### config.mk
export PLATFORM = sky130hd
export DESIGN_NAME = priority_scheduler_with_aging_flat
export DESIGN_NICKNAME = d
export VERILOG_FILES = /design/src/rtl/core/psa_pkg.sv /design/src/rtl/core/psa_if.sv /design/src/rtl/core/psa_table_ram.sv /design/src/rtl/core/psa_picker.sv /design/src/rtl/core/priority_scheduler_with_aging.sv /design/src/flat_wrapper.sv
export SDC_FILE = /design/constraint.sdc
export NUM_CORES = 1
export LEC_CHECK = 0
export ABC_AREA = 1
export BUFFER_PORTS_ARGS = -buffer_cell sky130_fd_sc_hd__buf_2
export CAP_MARGIN = 20
export CORE_MARGIN = 4
export CORE_UTILIZATION = 43
export DETAILED_ROUTE_END_ITERATION = 8
export MAX_ROUTING_LAYER = met4
export PLACE_DENSITY = 0.63
export SKIP_LAST_GASP = 1
export SLEW_MARGIN = 20
export SYNTH_ARGS = -nofsm -noshare
export SYNTH_HDL_FRONTEND = slang
export SYNTH_SLANG_ARGS = --single-unit
### constraint.sdc
create_clock -name clk_i -period 8.3 [get_ports clk_i]
set_input_delay 1.245 -clock clk_i [delete_from_list [all_inputs] [get_ports clk_i]]
set_output_delay 1.245 -clock clk_i [all_outputs]
set_load 0.02 [all_outputs]
### src/rtl/core/psa_pkg.sv
package psa_pkg;

  localparam int unsigned ID_W    = 8;
  localparam int unsigned PRIO_W  = 16;
  localparam int unsigned BURST_W = 16;
  localparam int unsigned WAIT_W  = 16;
  localparam int unsigned STEP_W  = 32;
  localparam int unsigned RATE_W  = 12;

  localparam int unsigned SLOTS_DEFAULT = 16;

  localparam logic [RATE_W-1:0] RATE_RESET = RATE_W'(128);

  // opcode values
  localparam logic OP_ARRIVE = 1'b0;
  localparam logic OP_TICK   = 1'b1;

  // one ready-table row (valid bit kept in flops beside the memory)
  typedef struct packed {
    logic [ID_W-1:0]    job_id;
    logic [PRIO_W-1:0]  job_priority;
    logic [BURST_W-1:0] job_burst;
    logic [WAIT_W-1:0]  wait_cnt;
  } entry_t;

  typedef enum logic [1:0] {
    ST_IDLE,
    ST_FREE,
    ST_SCAN,
    ST_FIN
  } state_e;

  typedef struct packed {
    logic clear;
    logic strobe;
  } pick_ctrl_t;

endpackage

### src/rtl/core/psa_if.sv
interface psa_req_if import psa_pkg::*; ();
  logic               valid;
  logic               ready;
  logic               opcode;
  logic [ID_W-1:0]    job_id;
  logic [PRIO_W-1:0]  job_priority;
  logic [BURST_W-1:0] job_burst;

  modport source (output valid, output opcode, output job_id, output job_priority,
                  output job_burst, input ready);
  modport sink   (input valid, input opcode, input job_id, input job_priority,
                  input job_burst, output ready);
endinterface

interface psa_rsp_if import psa_pkg::*; ();
  logic              valid;
  logic              ready;
  logic              arrival_rejected;
  logic              running_valid;
  logic [ID_W-1:0]   running_id;
  logic              finished_valid;
  logic [ID_W-1:0]   finished_id;
  logic [STEP_W-1:0] finished_step;
  logic [WAIT_W-1:0] finished_wait;

  modport source (output valid, output arrival_rejected, output running_valid,
                  output running_id, output finished_valid, output finished_id,
                  output finished_step, output finished_wait, input ready);
  modport sink   (input valid, input arrival_rejected, input running_valid,
                  input running_id, input finished_valid, input finished_id,
                  input finished_step, input finished_wait, output ready);
endinterface

### src/rtl/core/psa_table_ram.sv
module psa_table_ram import psa_pkg::*; #(
  parameter int unsigned SLOTS = SLOTS_DEFAULT
) (
  input  logic                     clk_i,
  input  logic                     we_i,
  input  logic [$clog2(SLOTS)-1:0] waddr_i,
  input  entry_t                   wdata_i,
  input  logic                     re_i,
  input  logic [$clog2(SLOTS)-1:0] raddr_i,
  output entry_t                   rdata_o
);

  entry_t mem [SLOTS];

  always_ff @(posedge clk_i) begin
    if (we_i) begin
      mem[waddr_i] <= wdata_i;
    end
  end

  always_ff @(posedge clk_i) begin
    if (re_i) begin
      rdata_o <= mem[raddr_i];
    end
  end

endmodule

### src/rtl/core/psa_picker.sv
module psa_picker import psa_pkg::*; #(
  parameter int unsigned SLOTS = SLOTS_DEFAULT
) (
  input  logic                     clk_i,
  input  logic                     rst_ni,
  input  pick_ctrl_t               ctrl_i,
  input  logic [$clog2(SLOTS)-1:0] idx_i,
  input  entry_t                   entry_i,
  output logic                     found_o,
  output logic [$clog2(SLOTS)-1:0] idx_o,
  output entry_t                   entry_o
);

  localparam int unsigned IDX_W = $clog2(SLOTS);

  logic             found_q;
  logic [IDX_W-1:0] idx_q;
  entry_t           best_q;
  logic             better;

  // strict compare: entries arrive in ascending slot order, so equal keys keep the lower slot
  always_comb begin
    better = !found_q
          || (entry_i.job_priority < best_q.job_priority)
          || ((entry_i.job_priority == best_q.job_priority)
              && (entry_i.job_burst < best_q.job_burst));
  end

  always_ff @(posedge clk_i or negedge rst_ni) begin
    if (!rst_ni) begin
      found_q <= 1'b0;
    end else if (ctrl_i.clear) begin
      found_q <= 1'b0;
    end else if (ctrl_i.strobe) begin
      found_q <= 1'b1;
    end
  end

  always_ff @(posedge clk_i) begin
    if (ctrl_i.strobe && !ctrl_i.clear && better) begin
      idx_q  <= idx_i;
      best_q <= entry_i;
    end
  end

  assign found_o = found_q;
  assign idx_o   = idx_q;
  assign entry_o = best_q;

endmodule

### src/rtl/core/priority_scheduler_with_aging.sv
// Non-preemptive priority scheduler with aging.
// req_i (valid/ready) carries one item per transfer: opcode arrive admits a job
// into the ready table, opcode tick runs one scheduling step. rsp_o returns
// exactly one result transfer per request transfer, in order.
// cfg_we_i/cfg_wdata_i write the Q4.8 aging rate; only write while idle.
// An arrive scans the slots upward from slot zero to the lowest free one
// (rejected when the table is full); a tick makes one pass that reads every
// row of the table memory once (one read port and one write port), picks the
// best candidate and writes the aged row back in the cycle after its read.
// One item is in work at a time; req_i.ready is high only between items.
// The result sits in an output register; if rsp_o stalls, the next item is
// still taken and worked on, and it parks in its final state until the
// register drains.
// Reset: table empty (valid flops cleared, no memory clearing pass), nothing
// running, step count zero, aging rate 0.5.
module priority_scheduler_with_aging import psa_pkg::*; #(
  parameter int unsigned SLOTS = SLOTS_DEFAULT
) (
  input  logic              clk_i,
  input  logic              rst_ni,
  input  logic              cfg_we_i,
  input  logic [RATE_W-1:0] cfg_wdata_i,
  psa_req_if.sink           req_i,
  psa_rsp_if.source         rsp_o
);

  localparam int unsigned IDX_W = $clog2(SLOTS);
  localparam int unsigned CNT_W = $clog2(SLOTS + 1);
  localparam logic [CNT_W-1:0] CNT_END = CNT_W'(SLOTS);

  state_e state_q, state_d;

  // scan counter and read pipeline
  logic [CNT_W-1:0] idx_q, idx_d;
  logic             rd_vld_q;
  logic [IDX_W-1:0] rd_idx_q;

  logic [SLOTS-1:0]  valid_q;
  logic [RATE_W-1:0] rate_q;

  // captured request
  logic   op_q;
  entry_t new_q;

  // running job
  logic               run_valid_q;
  logic [ID_W-1:0]    run_id_q;
  logic [BURST_W-1:0] run_burst_q;
  logic [BURST_W-1:0] run_exec_q;
  logic [WAIT_W-1:0]  run_wait_q;
  logic [STEP_W-1:0]  step_q;

  // per-item result pieces
  logic              rej_q;
  logic              fin_q;
  logic [ID_W-1:0]   fin_id_q;
  logic [STEP_W-1:0] fin_step_q;
  logic [WAIT_W-1:0] fin_wait_q;

  // output register
  logic              out_valid_q;
  logic              out_rej_q;
  logic              out_run_valid_q;
  logic [ID_W-1:0]   out_run_id_q;
  logic              out_fin_q;
  logic [ID_W-1:0]   out_fin_id_q;
  logic [STEP_W-1:0] out_fin_step_q;
  logic [WAIT_W-1:0] out_fin_wait_q;

  // control
  logic             accept, out_free, commit, scan_end, free_hit, row_live, retire;
  logic             ram_we, ram_re;
  logic [IDX_W-1:0] ram_waddr;
  entry_t           ram_wdata, ram_rdata, aged;
  pick_ctrl_t       pick_ctrl;
  logic             best_found;
  logic [IDX_W-1:0] best_idx;
  entry_t           best;

  // next running-job view
  logic               dispatch;
  logic               run_valid_n;
  logic [ID_W-1:0]    run_id_n;
  logic [BURST_W-1:0] run_burst_n;
  logic [BURST_W-1:0] run_exec_n;
  logic [WAIT_W-1:0]  run_wait_n;

  assign accept   = req_i.valid && req_i.ready;
  assign out_free = !out_valid_q || rsp_o.ready;
  assign scan_end = (idx_q == CNT_END);
  assign free_hit = !scan_end && !valid_q[idx_q[IDX_W-1:0]];
  assign row_live = rd_vld_q && valid_q[rd_idx_q];
  assign retire   = (req_i.opcode == OP_TICK) && run_valid_q && (run_exec_q >= run_burst_q);

  // ---------------- state machine ----------------
  always_comb begin
    state_d = state_q;
    unique case (state_q)
      ST_IDLE: begin
        if (req_i.valid) begin
          state_d = (req_i.opcode == OP_ARRIVE) ? ST_FREE : ST_SCAN;
        end
      end
      ST_FREE: begin
        if (scan_end || free_hit) begin
          state_d = ST_FIN;
        end
      end
      ST_SCAN: begin
        if (scan_end) begin
          state_d = ST_FIN;
        end
      end
      ST_FIN: begin
        if (out_free) begin
          state_d = ST_IDLE;
        end
      end
      default: state_d = ST_IDLE;
    endcase
  end

  always_comb begin
    req_i.ready      = 1'b0;
    ram_re           = 1'b0;
    ram_we           = 1'b0;
    ram_waddr        = rd_idx_q;
    ram_wdata        = aged;
    pick_ctrl.clear  = 1'b0;
    pick_ctrl.strobe = 1'b0;
    commit           = 1'b0;
    idx_d            = idx_q;
    unique case (state_q)
      ST_IDLE: begin
        req_i.ready     = 1'b1;
        pick_ctrl.clear = req_i.valid;
        idx_d           = '0;
      end
      ST_FREE: begin
        if (free_hit) begin
          ram_we    = 1'b1;
          ram_waddr = idx_q[IDX_W-1:0];
          ram_wdata = new_q;
        end else if (!scan_end) begin
          idx_d = idx_q + CNT_W'(1);
        end
      end
      ST_SCAN: begin
        ram_re           = !scan_end;
        ram_we           = row_live;
        pick_ctrl.strobe = row_live;
        if (!scan_end) begin
          idx_d = idx_q + CNT_W'(1);
        end
      end
      ST_FIN: begin
        commit = out_free;
      end
      default: ;
    endcase
  end

  // aging of the row read last cycle: priority floors at zero, wait saturates
  always_comb begin
    aged = ram_rdata;
    if (ram_rdata.job_priority > PRIO_W'(rate_q)) begin
      aged.job_priority = ram_rdata.job_priority - PRIO_W'(rate_q);
    end else begin
      aged.job_priority = '0;
    end
    if (ram_rdata.wait_cnt != '1) begin
      aged.wait_cnt = ram_rdata.wait_cnt + WAIT_W'(1);
    end
  end

  // ---------------- table memory and best-row picker ----------------
  psa_table_ram #(
    .SLOTS (SLOTS)
  ) u_table (
    .clk_i   (clk_i),
    .we_i    (ram_we),
    .waddr_i (ram_waddr),
    .wdata_i (ram_wdata),
    .re_i    (ram_re),
    .raddr_i (idx_q[IDX_W-1:0]),
    .rdata_o (ram_rdata)
  );

  psa_picker #(
    .SLOTS (SLOTS)
  ) u_picker (
    .clk_i   (clk_i),
    .rst_ni  (rst_ni),
    .ctrl_i  (pick_ctrl),
    .idx_i   (rd_idx_q),
    .entry_i (ram_rdata),
    .found_o (best_found),
    .idx_o   (best_idx),
    .entry_o (best)
  );

  // ---------------- end-of-tick update of the running job ----------------
  // the picked row's aged copy in memory is stale, but its valid bit drops here
  always_comb begin
    dispatch    = (op_q == OP_TICK) && !run_valid_q && best_found;
    run_valid_n = run_valid_q || dispatch;
    run_id_n    = dispatch ? best.job_id : run_id_q;
    run_burst_n = dispatch ? best.job_burst : run_burst_q;
    run_wait_n  = dispatch ? best.wait_cnt : run_wait_q;
    run_exec_n  = run_exec_q;
    if (dispatch) begin
      run_exec_n = BURST_W'(1);
    end else if ((op_q == OP_TICK) && run_valid_q && (run_exec_q != '1)) begin
      run_exec_n = run_exec_q + BURST_W'(1);
    end
  end

  // ---------------- control registers ----------------
  always_ff @(posedge clk_i or negedge rst_ni) begin
    if (!rst_ni) begin
      state_q     <= ST_IDLE;
      idx_q       <= '0;
      rd_vld_q    <= 1'b0;
      valid_q     <= '0;
      rate_q      <= RATE_RESET;
      run_valid_q <= 1'b0;
      step_q      <= '0;
      out_valid_q <= 1'b0;
    end else begin
      state_q  <= state_d;
      idx_q    <= idx_d;
      rd_vld_q <= ram_re;
      if (cfg_we_i) begin
        rate_q <= cfg_wdata_i;
      end
      if (ram_we && (state_q == ST_FREE)) begin
        valid_q[ram_waddr] <= 1'b1;
      end
      if (accept && retire) begin
        run_valid_q <= 1'b0;
      end
      if (commit && (op_q == OP_TICK)) begin
        run_valid_q <= run_valid_n;
        step_q      <= step_q + STEP_W'(1);
        if (dispatch) begin
          valid_q[best_idx] <= 1'b0;
        end
      end
      if (commit) begin
        out_valid_q <= 1'b1;
      end else if (rsp_o.ready) begin
        out_valid_q <= 1'b0;
      end
    end
  end

  // ---------------- payload registers ----------------
  always_ff @(posedge clk_i) begin
    rd_idx_q <= idx_q[IDX_W-1:0];
    if (accept) begin
      op_q                <= req_i.opcode;
      new_q.job_id        <= req_i.job_id;
      new_q.job_priority  <= req_i.job_priority;
      new_q.job_burst     <= req_i.job_burst;
      new_q.wait_cnt      <= '0;
      rej_q               <= 1'b0;
      fin_q               <= retire;
      fin_id_q            <= retire ? run_id_q : '0;
      fin_step_q          <= retire ? step_q : '0;
      fin_wait_q          <= retire ? run_wait_q : '0;
    end
    if ((state_q == ST_FREE) && scan_end) begin
      rej_q <= 1'b1;
    end
    if (commit && (op_q == OP_TICK)) begin
      run_id_q    <= run_id_n;
      run_burst_q <= run_burst_n;
      run_exec_q  <= run_exec_n;
      run_wait_q  <= run_wait_n;
    end
    if (commit) begin
      out_rej_q       <= rej_q;
      out_run_valid_q <= run_valid_n;
      out_run_id_q    <= run_valid_n ? run_id_n : '0;
      out_fin_q       <= fin_q;
      out_fin_id_q    <= fin_id_q;
      out_fin_step_q  <= fin_step_q;
      out_fin_wait_q  <= fin_wait_q;
    end
  end

  assign rsp_o.valid            = out_valid_q;
  assign rsp_o.arrival_rejected = out_rej_q;
  assign rsp_o.running_valid    = out_run_valid_q;
  assign rsp_o.running_id       = out_run_id_q;
  assign rsp_o.finished_valid   = out_fin_q;
  assign rsp_o.finished_id      = out_fin_id_q;
  assign rsp_o.finished_step    = out_fin_step_q;
  assign rsp_o.finished_wait    = out_fin_wait_q;

endmodule

### src/flat_wrapper.sv
// flat-port wrapper written by rule: the top's interface ports become plain ports
module priority_scheduler_with_aging_flat import psa_pkg::*;
#(
  parameter int unsigned SLOTS = SLOTS_DEFAULT
)
  (clk_i, rst_ni, cfg_we_i, cfg_wdata_i, req_i_valid, req_i_opcode, req_i_job_id, req_i_job_priority, req_i_job_burst, req_i_ready, rsp_o_valid, rsp_o_arrival_rejected, rsp_o_running_valid, rsp_o_running_id, rsp_o_finished_valid, rsp_o_finished_id, rsp_o_finished_step, rsp_o_finished_wait, rsp_o_ready);
  psa_req_if req_i_i ();
  psa_rsp_if rsp_o_i ();
  input  logic clk_i;
  input  logic rst_ni;
  input  logic cfg_we_i;
  input  logic [RATE_W-1:0] cfg_wdata_i;
  input wire logic [$bits(req_i_i.valid)-1:0] req_i_valid;
  input wire logic [$bits(req_i_i.opcode)-1:0] req_i_opcode;
  input wire logic [$bits(req_i_i.job_id)-1:0] req_i_job_id;
  input wire logic [$bits(req_i_i.job_priority)-1:0] req_i_job_priority;
  input wire logic [$bits(req_i_i.job_burst)-1:0] req_i_job_burst;
  output wire logic [$bits(req_i_i.ready)-1:0] req_i_ready;
  output wire logic [$bits(rsp_o_i.valid)-1:0] rsp_o_valid;
  output wire logic [$bits(rsp_o_i.arrival_rejected)-1:0] rsp_o_arrival_rejected;
  output wire logic [$bits(rsp_o_i.running_valid)-1:0] rsp_o_running_valid;
  output wire logic [$bits(rsp_o_i.running_id)-1:0] rsp_o_running_id;
  output wire logic [$bits(rsp_o_i.finished_valid)-1:0] rsp_o_finished_valid;
  output wire logic [$bits(rsp_o_i.finished_id)-1:0] rsp_o_finished_id;
  output wire logic [$bits(rsp_o_i.finished_step)-1:0] rsp_o_finished_step;
  output wire logic [$bits(rsp_o_i.finished_wait)-1:0] rsp_o_finished_wait;
  input wire logic [$bits(rsp_o_i.ready)-1:0] rsp_o_ready;
  assign req_i_i.valid = req_i_valid;
  assign req_i_i.opcode = req_i_opcode;
  assign req_i_i.job_id = req_i_job_id;
  assign req_i_i.job_priority = req_i_job_priority;
  assign req_i_i.job_burst = req_i_job_burst;
  assign req_i_ready = req_i_i.ready;
  assign rsp_o_valid = rsp_o_i.valid;
  assign rsp_o_arrival_rejected = rsp_o_i.arrival_rejected;
  assign rsp_o_running_valid = rsp_o_i.running_valid;
  assign rsp_o_running_id = rsp_o_i.running_id;
  assign rsp_o_finished_valid = rsp_o_i.finished_valid;
  assign rsp_o_finished_id = rsp_o_i.finished_id;
  assign rsp_o_finished_step = rsp_o_i.finished_step;
  assign rsp_o_finished_wait = rsp_o_i.finished_wait;
  assign rsp_o_i.ready = rsp_o_ready;
  priority_scheduler_with_aging #(.SLOTS(SLOTS)) u_core (.clk_i(clk_i), .rst_ni(rst_ni), .cfg_we_i(cfg_we_i), .cfg_wdata_i(cfg_wdata_i), .req_i(req_i_i), .rsp_o(rsp_o_i));
endmodule
==> flow_summary.yaml <==
outcome:
  status: "finished clean"
yosys:
  async_flop_share_pct: 5.42
  ys_ff_latch: 1309
  synthFlopType: "edfxtp_1"
  synth.most_common_cell: "edfxtp_1"
  synth.yosys.seq_area_share_pct: 74.6
  synthCells: 4062
  synth_edf_count: 1233
  ys_types: 47
  synth_area_um2: 52100
  yosysTopAreaCell: "edfxtp_1"
  synth_area_leaders: "edfxtp_1 (71%), o21ai_0 (4.9%), nor2_1 (4.5%)"
  avgSynthCellArea_um2: 12.8
  yosys-top-cells-count: "edfxtp_1 (1233), nor2_1 (619), nand2_1 (516)"
  synthesis.yosys.warnings: 0
  synth_nets: 4189
  netlist.area_leader.share_pct: 71.0
cts:
  clk_latency_ns: 0.74
  cts.sinks: 1309
  cts_resized: 0
  ctsHoldBuffers: 0
  cts_tree: "done"
  path_clk_slew_ns: 0.06
  cts_buffer_depth: 3
  cts_buffers: 139
  cts.root.buffer_cell: "clkbuf_16"
  htree_num_levels: 4
  post_cts.repair.setup_buffers: 0
worst_setup_path:
  worstPathCellList: "inv_6, ha_1, nand3_1, inv_2, nor2_4, nand2_4, nand2_1, nand2_1, nor2_4, nand2_1, nor2_4, buf_4"
  crit_family: "simple AND/OR/NAND/NOR gates"
  cp-end-kind: "register"
  slowest_stage: "dfrtp_4"
  worst_ep_required_time_ns: 8.65
  slowest_delay_ns: 0.86
  setup.worst_path.class: "register to register"
  cp.buffers_inverters: 3
  path_max_fanout: 83
  start_kind: "register"
  worstPathArrival_ns: 5.18
detailed_routing:
  firstDrtPassIters: 6
  drcViolationCount: 0
  antenna_left: 0
  wl_per_cell_um: 21.8
  vias_per_cell: 5.45
  num_vias: 32200
  drt_iter0_markers: 3632
  drt_wl_total_um: 129000
cells_and_area:
  drive_gt1_share_pct: 10.5
  area_delta_synth_final_pct: 13.3
  nets: 4319
  fill_cells: 10400
power_and_ir_drop:
  combPwrFrac_pct: 24.5
  power.internal_mw: 13.5
  pwr-share-clk_pct: 29.7
  power.density_nw_per_um2: 338
  switching_share_pct: 32.3
  power_frac_seq_pct: 45.8
  vdd_drop_max_mv: 0.228
  p_leak_nw: 20.6
  p_sw_mw: 6.44
timing:
  fin_crit_ns: 4.83
  max_freq_mhz: 207
  timing_hold_violations_final: 0
  fin_skew_ns: 0.0280
  slew_violations: 0
  setup_tns_ns: 0
  rsz0062_at_grt: "false"
  timing.slew.headroom_pct: 22.3
  whs_ns: 0.330
  worst_pin_slew_ns: 1.17
  setup_viol: 0
  min_period_over_period_pct: 58.3
  fin_ws_ns: 3.47
placed_design:
  hpwl_um: 70000
  dpl_worst_slack_ns: 3.42
  io_buffer_count: 126
  gp_congestion: 0.914
global_route:
  antenna_found_initial: 2
  grt_pass1_wl_um: 193000
  grt_use_total_pct: 20.7
  grt_pass1_vias: 31000
  grt-ovfl-total: 0
  grt_max_degree: 156
die:
  ioPinCount: 127
  fp-row-count: 127
  coreArea_um2: 120000
  die_height_um: 356
  die_w_um: 356
  dieArea_um2: 127000
  initial_core_util_pct: 43.4
flow_run:
  maxCapViolCount: 0
min_path:
  hp-class: "primary input to asynchronous set/reset pin"
## routing by layer
| metal | up-vias | track usage (%) | wire length [um] | share of wire [%] |
|---|---|---|---|---|
| li1 | 14900 | - | - | - |
| met1 | 15900 | 28.1 | 55500 | 43 |
| met2 | 1225 | 32.5 | 60800 | 47 |
| met3 | 233 | 3.12 | 9100 | 7.1 |
| met4 | 0 | 6.17 | 3440 | 2.7 |
| met5 | - | - | 0 | 0 |
## logic make-up (layout without fill, tap and decap cells)
family / count (synthesis) / count (layout) / share of synthesized area, %
xor gates and xnor gates: 49 / 49 / 0.823
DFF: 1309 / 1309 / 74.6
buffers and inverters: 429 / 663 / 3.18
other: 0 / 1 / 0
muxes: 1 / 1 / 0.0216
AOI/OAI and AO/OA: 838 / 838 / 8.70
and+or+nand+nor: 1367 / 1367 / 11.0
adders and majority gates: 69 / 69 / 1.67
## registers in the layout, summed over array words and instances, names as in the netlist, 32 cells and up
register / count
u_core.fin_step_q: 32
u_core.step_q: 32
u_core.u_table.mem: 896
u_core.new_q: 40
u_core.u_table.rdata_o: 56
u_core.u_picker.entry_o: 56
u_core.rsp_o.finished_step: 32
## worst reg2reg max path: cells and delay by family (launching register included)
family                     cells  cell delay, ns
DFF                            1            0.86
and+or+nand+nor                8            1.98
adders and majority gates      1            0.33
buffers and inverters          3            1.28
## per-stage QoR
step                power, mW  std cells  util [%]  instance area (um^2)
floorplan                12.4       4062         -                 52100
global placement         14.0       5662      45.5                 54700
detailed placement       14.1       5662      45.5                 54700
CTS                      20.0       5907      49.1                 59000
global route             20.9       5909      49.2                 59000
finish                   19.9       5909      49.2                 59000
## cells in the final DEF (no fill, tap or decap), types with 9 or more instances in the layout
cell	instances
a21oi_1	70
bufinv_16	9
nor3_1	29
buf_4	58
nor2_4	29
clkbuf_16	143
o21ai_0	514
nand2_2	9
clkinv_1	32
nand2_1	516
buf_2	125
dfrtp_1	68
clkinv_2	18
o22ai_1	226
nand3_1	81
ha_1	68
edfxtp_1	1233
xor2_1	41
clkbuf_1	28
nand4_1	72
inv_1	222
nor2_1	598
## power by group through the flow
| stage | clock [mW] | sequential (mW) | combinational, mW |
|---|---|---|---|
| 2_1_floorplan | 0 | 9.25 | 3.13 |
| 3_3_place_gp | 0 | 9.27 | 4.78 |
| 3_5_place_dp | 0 | 9.27 | 4.85 |
| 4_1_cts | 6.04 | 9.14 | 4.87 |
| 5_1_grt | 6.31 | 9.18 | 5.43 |
| 6_report | 5.92 | 9.14 | 4.88 |
## path summary, 6_finish.rpt
check,from,endpoint,slack [ns],depth (start not counted)
setup / recovery,u_core.idx_q[1],u_core.u_table.mem[13][20],3.47,12
hold reg to reg,u_core.u_picker.entry_o[4],u_core.run_wait_q[4],0.41,0
setup reg to reg,u_core.idx_q[1],u_core.u_table.mem[13][20],3.47,12
min in group clk_i,u_core.u_picker.entry_o[4],u_core.run_wait_q[4],0.41,0
max in group asynchronous,rst_ni,u_core.rate_q[1],6.85,2
hold / removal,rst_ni,u_core.idx_q[3],0.33,1
## final cells by class
| type | count | area, um^2 | area share (%) |
|---|---|---|---|
| diodes | 1 | 2.50 | 0.00424 |
| clock buffers | 172 | 3700 | 6.26 |
| multi-input cells | 2324 | 11800 | 19.9 |
| inverters | 231 | 892 | 1.51 |
| repair buffers | 187 | 1120 | 1.90 |
| well taps | 1612 | 2020 | 3.42 |
| flip-flops and latches | 1309 | 38900 | 65.9 |
| clock inverters | 73 | 627 | 1.06 |
(Power assumes the default switching activity.)
